===== config.mk =====
export PLATFORM = sky130hd
export DESIGN_NAME = pwa_ctrl
export DESIGN_NICKNAME = d
export VERILOG_FILES = /design/src/rtl/pwa_pkg.sv /design/src/rtl/pwa_ctrl.sv
export SDC_FILE = /design/constraint.sdc
export NUM_CORES = 1
export LEC_CHECK = 0
export BUFFER_PORTS_ARGS = -buffer_cell sky130_fd_sc_hd__buf_2
export CAP_MARGIN = 20
export CORE_MARGIN = 1
export CORE_UTILIZATION = 40
export DETAILED_ROUTE_END_ITERATION = 8
export PLACE_DENSITY_LB_ADDON = 0.08
export RECOVER_POWER = 100
export SLEW_MARGIN = 20
export SYNTH_ARGS = -nofsm -noshare
export SYNTH_HDL_FRONTEND = slang
export SYNTH_SLANG_ARGS = --single-unit

===== constraint.sdc =====
create_clock -name clock -period 1.66 [get_ports clock]
set_input_delay 0.249 -clock clock [delete_from_list [all_inputs] [get_ports clock]]
set_output_delay 0.249 -clock clock [all_outputs]
set_load 0.01 [all_outputs]

===== src/rtl/pwa_pkg.sv =====
// Shared types and constants of the PID controller with anti-windup.
// Depends on nothing; pwa_dp, pwa_ctrl and the top level refer to it by scoped names.
`default_nettype none

package pwa_pkg;

   localparam int CSR_IDX_W  = 3;
   localparam int CSR_DATA_W = 48;

   // register indexes of the configuration port
   localparam logic [CSR_IDX_W-1:0] REG_GAIN_P      = 3'd0;
   localparam logic [CSR_IDX_W-1:0] REG_GAIN_I      = 3'd1;
   localparam logic [CSR_IDX_W-1:0] REG_GAIN_D      = 3'd2;
   localparam logic [CSR_IDX_W-1:0] REG_DRIVE_MIN   = 3'd3;
   localparam logic [CSR_IDX_W-1:0] REG_DRIVE_MAX   = 3'd4;
   localparam logic [CSR_IDX_W-1:0] REG_WINDUP_MODE = 3'd5;
   localparam logic [CSR_IDX_W-1:0] REG_INTEG_MIN   = 3'd6;
   localparam logic [CSR_IDX_W-1:0] REG_INTEG_MAX   = 3'd7;

   // anti-windup modes
   localparam logic [1:0] MODE_NONE     = 2'd0;
   localparam logic [1:0] MODE_CLAMP    = 2'd1;
   localparam logic [1:0] MODE_BACKCALC = 2'd2;
   localparam logic [1:0] MODE_COND     = 2'd3;

   // soft start factor, Q1.16
   localparam logic [16:0] SOFT_INIT = 17'd6554;
   localparam logic [16:0] SOFT_ONE  = 17'd65536;

   typedef struct packed {
      logic signed [31:0] measured;
      logic signed [31:0] setpoint;
      logic [31:0]        time_step;
      logic               restart;
   } req_type;

   typedef struct packed {
      logic signed [31:0] drive;
      logic               limited;
   } rsp_type;

   typedef enum logic [2:0] {
      MSRC_DT_EB,
      MSRC_GP_E,
      MSRC_GI_INT,
      MSRC_GD_Q,
      MSRC_S_SOFT
   } mul_src_type;

   typedef enum logic [1:0] {
      ACC_NONE,
      ACC_LOAD,
      ACC_ADD_HI
   } acc_op_type;

   typedef enum logic [3:0] {
      ACT_NONE,
      ACT_ACCEPT,
      ACT_LOAD,
      ACT_TERM,
      ACT_INTEG,
      ACT_CLAMP,
      ACT_ADD,
      ACT_QFIX,
      ACT_LIMIT,
      ACT_RESID,
      ACT_FIN
   } act_type;

   typedef enum logic [3:0] {
      ST_IDLE,
      ST_LOAD,
      ST_MLO,
      ST_MHI,
      ST_MACC,
      ST_TERM,
      ST_INTEG,
      ST_CLAMP,
      ST_ADD,
      ST_WAITDIV,
      ST_QFIX,
      ST_LIMIT,
      ST_RESID,
      ST_SLO,
      ST_FIN
   } state_type;

   typedef struct packed {
      act_type     act;
      logic        mul_en;
      logic        mul_hi;
      mul_src_type mul_src;
      acc_op_type  acc_op;
   } cmd_type;

   typedef struct packed {
      logic div_busy;
   } status_type;

endpackage

`default_nettype wire


===== src/rtl/pwa_ctrl.sv =====
// Sequencer of the PID step: handshakes and commands for the datapath.
// Depends on pwa_pkg.
`default_nettype none

module pwa_ctrl (
   input  logic                 clock,
   input  logic                 reset,
   input  logic                 req_valid,
   output logic                 req_ready,
   output logic                 rsp_valid,
   input  logic                 rsp_ready,
   input  pwa_pkg::status_type  status,
   output pwa_pkg::cmd_type     cmd
);

   pwa_pkg::state_type   state_ff, state_in;
   pwa_pkg::mul_src_type op_ff, op_in;
   logic                 rsp_valid_ff, rsp_valid_in;

   always_ff @(posedge clock) begin
      if (reset) begin
         state_ff     <= pwa_pkg::ST_IDLE;
         op_ff        <= pwa_pkg::MSRC_DT_EB;
         rsp_valid_ff <= 1'b0;
      end else begin
         state_ff     <= state_in;
         op_ff        <= op_in;
         rsp_valid_ff <= rsp_valid_in;
      end
   end

   always_comb begin
      state_in    = state_ff;
      op_in       = op_ff;
      req_ready   = 1'b0;
      cmd.act     = pwa_pkg::ACT_NONE;
      cmd.mul_en  = 1'b0;
      cmd.mul_hi  = 1'b0;
      cmd.mul_src = op_ff;
      cmd.acc_op  = pwa_pkg::ACC_NONE;

      case (state_ff)
         pwa_pkg::ST_IDLE: begin
            req_ready = 1'b1;
            if (req_valid) begin
               cmd.act  = pwa_pkg::ACT_ACCEPT;
               state_in = pwa_pkg::ST_LOAD;
            end
         end
         pwa_pkg::ST_LOAD: begin
            cmd.act  = pwa_pkg::ACT_LOAD;
            op_in    = pwa_pkg::MSRC_DT_EB;
            state_in = pwa_pkg::ST_MLO;
         end
         pwa_pkg::ST_MLO: begin
            cmd.mul_en = 1'b1;
            state_in   = pwa_pkg::ST_MHI;
         end
         pwa_pkg::ST_MHI: begin
            cmd.mul_en = 1'b1;
            cmd.mul_hi = 1'b1;
            cmd.acc_op = pwa_pkg::ACC_LOAD;
            state_in   = pwa_pkg::ST_MACC;
         end
         pwa_pkg::ST_MACC: begin
            cmd.acc_op = pwa_pkg::ACC_ADD_HI;
            state_in   = pwa_pkg::ST_TERM;
         end
         pwa_pkg::ST_TERM: begin
            cmd.act  = pwa_pkg::ACT_TERM;
            state_in = (op_ff == pwa_pkg::MSRC_DT_EB) ? pwa_pkg::ST_INTEG : pwa_pkg::ST_ADD;
         end
         pwa_pkg::ST_INTEG: begin
            cmd.act  = pwa_pkg::ACT_INTEG;
            state_in = pwa_pkg::ST_CLAMP;
         end
         pwa_pkg::ST_CLAMP: begin
            cmd.act  = pwa_pkg::ACT_CLAMP;
            op_in    = pwa_pkg::MSRC_GP_E;
            state_in = pwa_pkg::ST_MLO;
         end
         pwa_pkg::ST_ADD: begin
            cmd.act = pwa_pkg::ACT_ADD;
            case (op_ff)
               pwa_pkg::MSRC_GP_E: begin
                  op_in    = pwa_pkg::MSRC_GI_INT;
                  state_in = pwa_pkg::ST_MLO;
               end
               pwa_pkg::MSRC_GI_INT: state_in = pwa_pkg::ST_WAITDIV;
               default:              state_in = pwa_pkg::ST_LIMIT;
            endcase
         end
         pwa_pkg::ST_WAITDIV: begin
            if (!status.div_busy) begin
               state_in = pwa_pkg::ST_QFIX;
            end
         end
         pwa_pkg::ST_QFIX: begin
            cmd.act  = pwa_pkg::ACT_QFIX;
            op_in    = pwa_pkg::MSRC_GD_Q;
            state_in = pwa_pkg::ST_MLO;
         end
         pwa_pkg::ST_LIMIT: begin
            cmd.act  = pwa_pkg::ACT_LIMIT;
            state_in = pwa_pkg::ST_RESID;
         end
         pwa_pkg::ST_RESID: begin
            cmd.act  = pwa_pkg::ACT_RESID;
            state_in = pwa_pkg::ST_SLO;
         end
         pwa_pkg::ST_SLO: begin
            cmd.mul_en  = 1'b1;
            cmd.mul_src = pwa_pkg::MSRC_S_SOFT;
            state_in    = pwa_pkg::ST_FIN;
         end
         pwa_pkg::ST_FIN: begin
            if (!rsp_valid_ff || rsp_ready) begin
               cmd.act  = pwa_pkg::ACT_FIN;
               state_in = pwa_pkg::ST_IDLE;
            end
         end
         default: state_in = pwa_pkg::ST_IDLE;
      endcase

      if (cmd.act == pwa_pkg::ACT_FIN) begin
         rsp_valid_in = 1'b1;
      end else if (rsp_ready) begin
         rsp_valid_in = 1'b0;
      end else begin
         rsp_valid_in = rsp_valid_ff;
      end
   end

   assign rsp_valid = rsp_valid_ff;

`ifndef SYNTHESIS
   a_accept_loads: assert property (@(posedge clock) disable iff (reset)
      req_valid && req_ready |=> state_ff == pwa_pkg::ST_LOAD)
      else $error("accepted item did not move to load");
   a_fin_free: assert property (@(posedge clock) disable iff (reset)
      cmd.act == pwa_pkg::ACT_FIN |-> (!rsp_valid_ff || rsp_ready))
      else $error("result overwrote an untaken result");
   a_qfix_div_done: assert property (@(posedge clock) disable iff (reset)
      state_ff == pwa_pkg::ST_QFIX |-> !status.div_busy)
      else $error("quotient used while divider busy");
   a_rsp_after_fin: assert property (@(posedge clock) disable iff (reset)
      $rose(rsp_valid_ff) |-> $past(state_ff == pwa_pkg::ST_FIN))
      else $error("result valid without finishing step");
`endif

endmodule

`default_nettype wire


Word-level counts from Yosys, hierarchy flattened

Cells that the tools add are included.

Output and inout port bits: 13
Flip-flop bits (word level): 8
Input port bits: 5
Logic and storage cells: 52

Reductions and logical operators: 10
Muxes and demuxes: 18
Eq/ne operators: 21

Operators with widths:

| operator           | count |
|---|---|
| $pmux 4 s13        | 1 |
| $pmux 4 s10        | 1 |
| $eq 4x4->1 const B | 8 |
| $mux 4             | 5 |
| $eq 4x3->1 const B | 4 |
| $pmux 3 s4         | 1 |
| $eq 4x2->1 const B | 2 |
| $ne 2x2->1 const B | 4 |
| $pmux 4 s2         | 1 |
| $mux 1             | 6 |
| $mux 3             | 2 |
| $reduce_or 3->1    | 2 |
| $eq 4x1->1 const B | 1 |
| $logic_not 4->1    | 1 |
| $pmux 2 s2         | 1 |
| $reduce_bool 4->1  | 1 |
| $eq 3x1->1 const B | 1 |
| $eq 3x2->1 const B | 1 |
| $logic_not 3->1    | 1 |
| $reduce_and 3->1   | 1 |
| $reduce_and 2->1   | 1 |
| $reduce_bool 2->1  | 1 |
| $logic_not 1->1    | 1 |
| $logic_or 1x1->1   | 1 |

Longest topological paths before layout

Gate-level depths: netlist of the first run.

Depth after elaboration: 6
Mapped depth: 6
Depth with buffers taken out: 4

Worst setup path after synthesis of the first run

No wires, ideal clock.

Path type: register to output
Start: register state_ff[1]
End: output cmd[5] (netlist name)
Arrival: 1.217 ns
Stages on the path, launching flop included: 6
Required time: 1.411 ns
Setup slack: 0.194 ns
Buffers on the path: 3
Path through: dfxtp_1 > buf_2 > buf_1 > nand2_1 > nor2_1 > buf_4

RTL lines:

| what                   | line           | source |
|---|---|---|
| from (decl)            | pwa_ctrl.sv:16 | `pwa_pkg::state_type state_ff, state_in;` |
| from (signal assigned) | pwa_ctrl.sv:22 | `state_ff <= pwa_pkg::ST_IDLE;` |
| from (signal assigned) | pwa_ctrl.sv:26 | `state_ff <= state_in;` |
| to (decl)              | pwa_ctrl.sv:13 | `output pwa_pkg::cmd_type cmd` |

Final worst setup path of the first run

Start: register state_ff[2]
End: register state_ff[1]

Word-level cells in the longest chain between the ends: 3
Elaborated cells between the ends (all ways): 21
Those cells by class: eq/ne: 17; mux: 1; reduce/logical: 3

Ends and longest elaborated chain:

| what                                                    | line           | source |
|---|---|---|
| $eq 4x4->1 (tied with other cells)                      | pwa_ctrl.sv:42 | `case (state_ff)` |
| $reduce_or 3->1 (no line) or $ne 2x2->1 (tied branches) | -              |  |
| $pmux 4 s13 or $reduce_and 3->1 (tied branches)         | -              |  |

Parallel ways exist; a longest one is shown, timed or not.
A chain may end at the register's enable or synchronous reset.

==> flow_summary.ini, run 1 <==
[outcome]
outcome = complete, but fails checks
violations = setup timing

[synthesis]
seq_area_frac_synth = 0.210
synth_nets = 101
syn-mean-instance-area_um2 = 6.95
netlist_area_um2 = 667
ys_warn_count = 0
synth_top_family_by_area = simple AND/OR/NAND/NOR gates
synth_top_area_share = 0.210
synth.area.top_cells = dfxtp_1 (21%), a21oi_1 (6.0%), nand2b_1 (4.7%)
synthCells = 96
ys_types = 35
synth_area_leader_cell = dfxtp_1
synth_xor_area_frac = 0
ys_ff_latch = 7
synth.area.mux_share = 0.0150
synth_compound_area_frac = 0.308
yosys.area_share.simple = 0.351
synthAdderAreaFrac = 0

[pwr]
p_leak_nw = 0.387
power_mw = 0.539
power_density_nw_per_um2 = 627
max-vdd-ir-drop_v = 0.000367

[critical_path]
path_buf_inv = 2
r2r-start = state_ff[2]
crit_top_cell = buf_4
required_ns = 1.84
crit_start = state_ff[2]
path_cells = buf_4, buf_4, and2b_4, o21ai_1, or4b_1, a21oi_2
r2r_slack_ns = -0.05
cp_max_fo = 12
max_stage_delay_ns = 0.48
crit_arrival_ns = 1.90
startpoint_type = flip-flop
crit_type = flip-flop to flip-flop
cp.depth = 6
worstSetupEndpoint = state_ff[1]
worst_path_max_delay_cell = or4b_1
cp-end-kind = flip-flop
cp_top_family = simple AND/OR/NAND/NOR gates
ff2ff_path_depth = 6
r2r_end = state_ff[1]

[timing]
timing.final.crit_share = 1.03
finalHoldViolations = 0
max_slew_margin = 0.744
setup_tns_ns = -0.104
fin_hold_ws_ns = 0.275
slew_violations = 0
rsz0062_at_grt = yes
setup_violations = 2
skew_ns = 0.00660
tightest_slew_ns = 0.383
period_minus_slack_ns = 1.71
postLayoutSetupSlackWorst_ns = -0.0548
fmax_mhz = 583

[global_route]
grt_max_degree = 21
grt_usage = 0.206
first_global_vias = 675
grt-ovfl-total = 0
grt_first_pass_wirelength_um = 2900
antenna_found_initial = 0

[detailed_routing]
routedWlPerCell_um = 14.4
post-route-drc-count = 0
vias = 805
first_iter_violations = 39
vias_per_cell = 5.96
drtPass1Iterations = 4
postRouteAntennaNets = 0
totalWireLength_um = 1940

[clock_tree]
cts_tree = yes
clk_pin_slew_ns = 0.06
cts_buffers = 3
clockBufferDepth = 2
root_buffer = clkbuf_4
cts_hold_buf = 0
clk-insertion-delay-late_ns = 0.25
cts_sinks = 7
h-tree-depth = 1

[placed_design]
gp_congestion = 0.799
numPortBuffers = 17
pre_cts_ws_ns = 0.116
place_hpwl_um = 1210

[die]
start_util = 0.438
pin_count = 18
die_w_um = 42.8
fp.coreArea_um2 = 1520
die_area_um2 = 1830
row_count = 14
die_y_um = 42.8

[min_path]
hold_class = input port to flip-flop

[cells_and_area]
syn_to_final_growth_pct = 28.9
fin_util = 0.564
nets = 125
antenna_cells = 0
drive_above_1_share = 0.370

[job]
timing.max_cap.violations = 0
[synth_stat cells]
cell and number:
a21boi_0 1, a21o_1 2, a21oi_1 8, a222oi_1 1, a22oi_1 1, a31oi_1 3
and2_1 3, and2b_4 1, and3_1 1, buf_1 2, buf_2 5, buf_4 1
buf_6 2, clkbuf_1 1, dfxtp_1 7, inv_1 3, mux2i_1 1, nand2_1 6
nand2b_1 5, nand3_1 3, nand3b_1 1, nor2_1 7, nor2b_1 4, nor3_1 4
nor3b_1 1, nor4_1 1, nor4b_1 1, o21a_1 1, o21ai_0 6, o21ai_1 4
o22ai_1 4, o31ai_1 1, o41ai_2 1, or3b_1 1, or4b_1 2
[worst min-delay path by stage]
stage                       end  start  cells after the start
floorplan              op_ff[0]  reset                      2
global route        state_ff[1]  reset                      2
detailed placement    rsp_valid  reset                      2
finish              state_ff[1]  reset                      2
global placement      rsp_valid  reset                      2
CTS                 state_ff[2]  reset                      2
[through the flow]
step / instance area [µm²] / cells
floorplan: 667 / 96
global placement: 758 / 125
detailed placement: 758 / 125
CTS: 832 / 134
global route: 860 / 135
finish: 860 / 135
[kinds of logic (layout without fill, tap and decap cells)]
family / after synthesis / in the layout
AOI/OAI and AO/OA: 33 / 33
and+or+nand+nor: 41 / 41
buffers and inverters: 14 / 37
DFF: 7 / 7
muxes: 1 / 1
[layout make-up]
| class | instances | area [µm²] |
|---|---|---|
| tap | 16 | 20.0 |
| fill | 160 | 664 |
| sequential | 7 | 153 |
| inverter | 3 | 11.3 |
| timing repair buffer | 30 | 185 |
| clock buffer | 4 | 26.3 |
| multi-input combinational | 75 | 464 |
[sequential cells by signal (all words and copies together) (netlist names)]
name / cells
state_ff: 4
op_ff: 2
rsp_valid: 1
[power by group]
group | internal (mW) | switching, mW | total (mW) | leakage [nW]
Clock | 0.0920 | 0.0675 | 0.160 | 0.0150
Sequential | 0.176 | 0.0294 | 0.205 | 0.0594
Combinational | 0.0853 | 0.0894 | 0.175 | 0.313
[layout by cell type (no fill, tap or decap), types with 4 or more instances in the layout]
| cell | netlist | layout |
|---|---|---|
| a21oi_1 | 8 | 6 |
| o22ai_1 | 4 | 4 |
| o21ai_0 | 6 | 5 |
| buf_2 | 5 | 16 |
| nor2_1 | 7 | 7 |
| nand2b_1 | 5 | 5 |
| nand2_1 | 6 | 5 |
| o21ai_1 | 4 | 5 |
| buf_4 | 1 | 12 |
| nor3_1 | 4 | 4 |
[per-layer routing]
metal / up-vias / routed length, µm / GRT usage
met2: 25 / 971 / 0.355
met5: - / 0 / 0
met4: 0 / 10 / 0.0625
met3: 3 / 110 / 0.0383
li1: 399 / - / -
met1: 378 / 849 / 0.257
[timing repair]
item,in CTS,in global routing
buffers inserted,5,1
pin swaps,3,1
endpoints found under the setup margin,9,10
hold endpoints to repair,0,0
resized for setup,6,9
Note: power is estimated with default switching activity, not from simulation.
==> inputs of run 2 (changes only) <==
==> constraint.sdc (replaced) <==
create_clock -name clock -period 1.75 [get_ports clock]
set_input_delay 0.2625 -clock clock [delete_from_list [all_inputs] [get_ports clock]]
set_output_delay 0.2625 -clock clock [all_outputs]
set_load 0.01 [all_outputs]
==> flow_summary.ini, run 2 (synthesis gave the netlist of run 1 again) <==
[detailed_routing]
vias = 741
vias_per_cell = 5.79
drtPass1Iterations = 4
postRouteAntennaNets = 0
post-route-drc-count = 0
first_iter_violations = 27
routedWlPerCell_um = 13.0
totalWireLength_um = 1660

[global_route]
grt_usage = 0.198
first_global_vias = 624
grt-ovfl-total = 0
antenna_found_initial = 0
grt_first_pass_wirelength_um = 2750
grt_max_degree = 21

[critical_path]
crit_type = flip-flop to output pin
startpoint_type = flip-flop
required_ns = 1.49
r2r-start = state_ff[3]
cp_max_fo = 8
crit_arrival_ns = 1.42
cp-end-kind = output pin
crit_start = state_ff[3]

[timing]
skew_ns = 0.00958
timing.final.crit_share = 0.959
max_slew_margin = 0.753
period_minus_slack_ns = 1.68
rsz0062_at_grt = yes
slew_violations = 0
fmax_mhz = 596
setup_violations = 0
postLayoutSetupSlackWorst_ns = 0.0720
finalHoldViolations = 0
tightest_slew_ns = 0.370

[cells_and_area]
largest_reg_flops = 4
antenna_cells = 0
top_register = state_ff
syn_to_final_growth_pct = 18.4
drive_above_1_share = 0.286
final_common_cell = buf_2
nets = 118
final_cell_mix = buf_2 (16), nor2_1 (7), a21oi_1 (7)

[placed_design]
gp_congestion = 0.847
place_hpwl_um = 1170
numPortBuffers = 17
pre_cts_ws_ns = 0.218

[clock_tree]
root_buffer = clkbuf_4
clk-insertion-delay-late_ns = 0.26
clk_pin_slew_ns = 0.06
h-tree-depth = 1
cts_tree = yes
clockBufferDepth = 2
cts_buffers = 3
cts_hold_buf = 0
cts_sinks = 7

[outcome]
outcome = completed

[pwr]
max-vdd-ir-drop_v = 0.000606
power_density_nw_per_um2 = 623
p_leak_nw = 0.348
power_mw = 0.492

[die]
die_y_um = 42.8
row_count = 14
pin_count = 18
start_util = 0.438
fp.coreArea_um2 = 1520
die_w_um = 42.8
die_area_um2 = 1830

[min_path]
min_from = reset
hold_class = input port to flip-flop

[job]
timing.max_cap.violations = 0
-- run 2: area by class of cell --
class                           count  area [µm²]
Fill cell                         164         734
Multi-Input combinational cell     75         453
Sequential cell                     7         150
Timing Repair Buffer               23         129
Clock buffer                        4        26.3
Tap cell                           16        20.0
Inverter                            3        11.3
-- run 2: routing by layer --
metal	up-vias	GRT usage	wire, µm
met2	13	0.312	773
met5	-	0	0
met3	2	0.0766	82
met4	0	0.0500	12
li1	378	-	-
met1	348	0.251	790
-- run 2: final timing paths --
path,endpoint,slack (ns),cells past startpoint
max reg2reg,state_ff[1],0.20,6
max,cmd[7],0.07,5
min,state_ff[1],0.27,2
min reg2reg,state_ff[2],0.60,2
-- run 2: repair_timing --
action | in CTS | in global routing
setup endpoints to repair | 7 | 5
hold endpoints to repair | 0 | 0
buffers inserted | 0 | 1
resized for setup | 2 | 6
pin swaps | 0 | 2
-- run 2: per-stage QoR --
| stage | hold WS, ns | TNS [ns] | instance area (µm²) | std cells | util |
|---|---|---|---|---|---|
| after detailed placement | 0.552 | 0 | 743 | 123 | 0.488 |
| after floorplan | 0.537 | 0 | 667 | 96 | - |
| after global routing | 0.274 | -0.00160 | 790 | 128 | 0.518 |
| final | 0.272 | 0 | 790 | 128 | 0.518 |
| after global placement | 0.550 | 0 | 743 | 123 | 0.488 |
| after CTS | 0.279 | 0 | 772 | 127 | 0.507 |
-- run 2: worst max-delay path, cell delays in order, from the launching register on --
cell     delay (ns)
dfxtp_4        0.36
or3b_1         0.38
a21oi_2        0.12
a31oi_1        0.05
o22ai_1        0.11
buf_2          0.15
-- run 2: where the power goes --
group          leakage (nW)  switching (mW)  internal, mW  total (mW)
clock network        0.0150          0.0666        0.0875       0.154
registers            0.0591          0.0256         0.166       0.192
logic                 0.274          0.0782        0.0679       0.146
total                 0.348           0.170         0.322       0.492
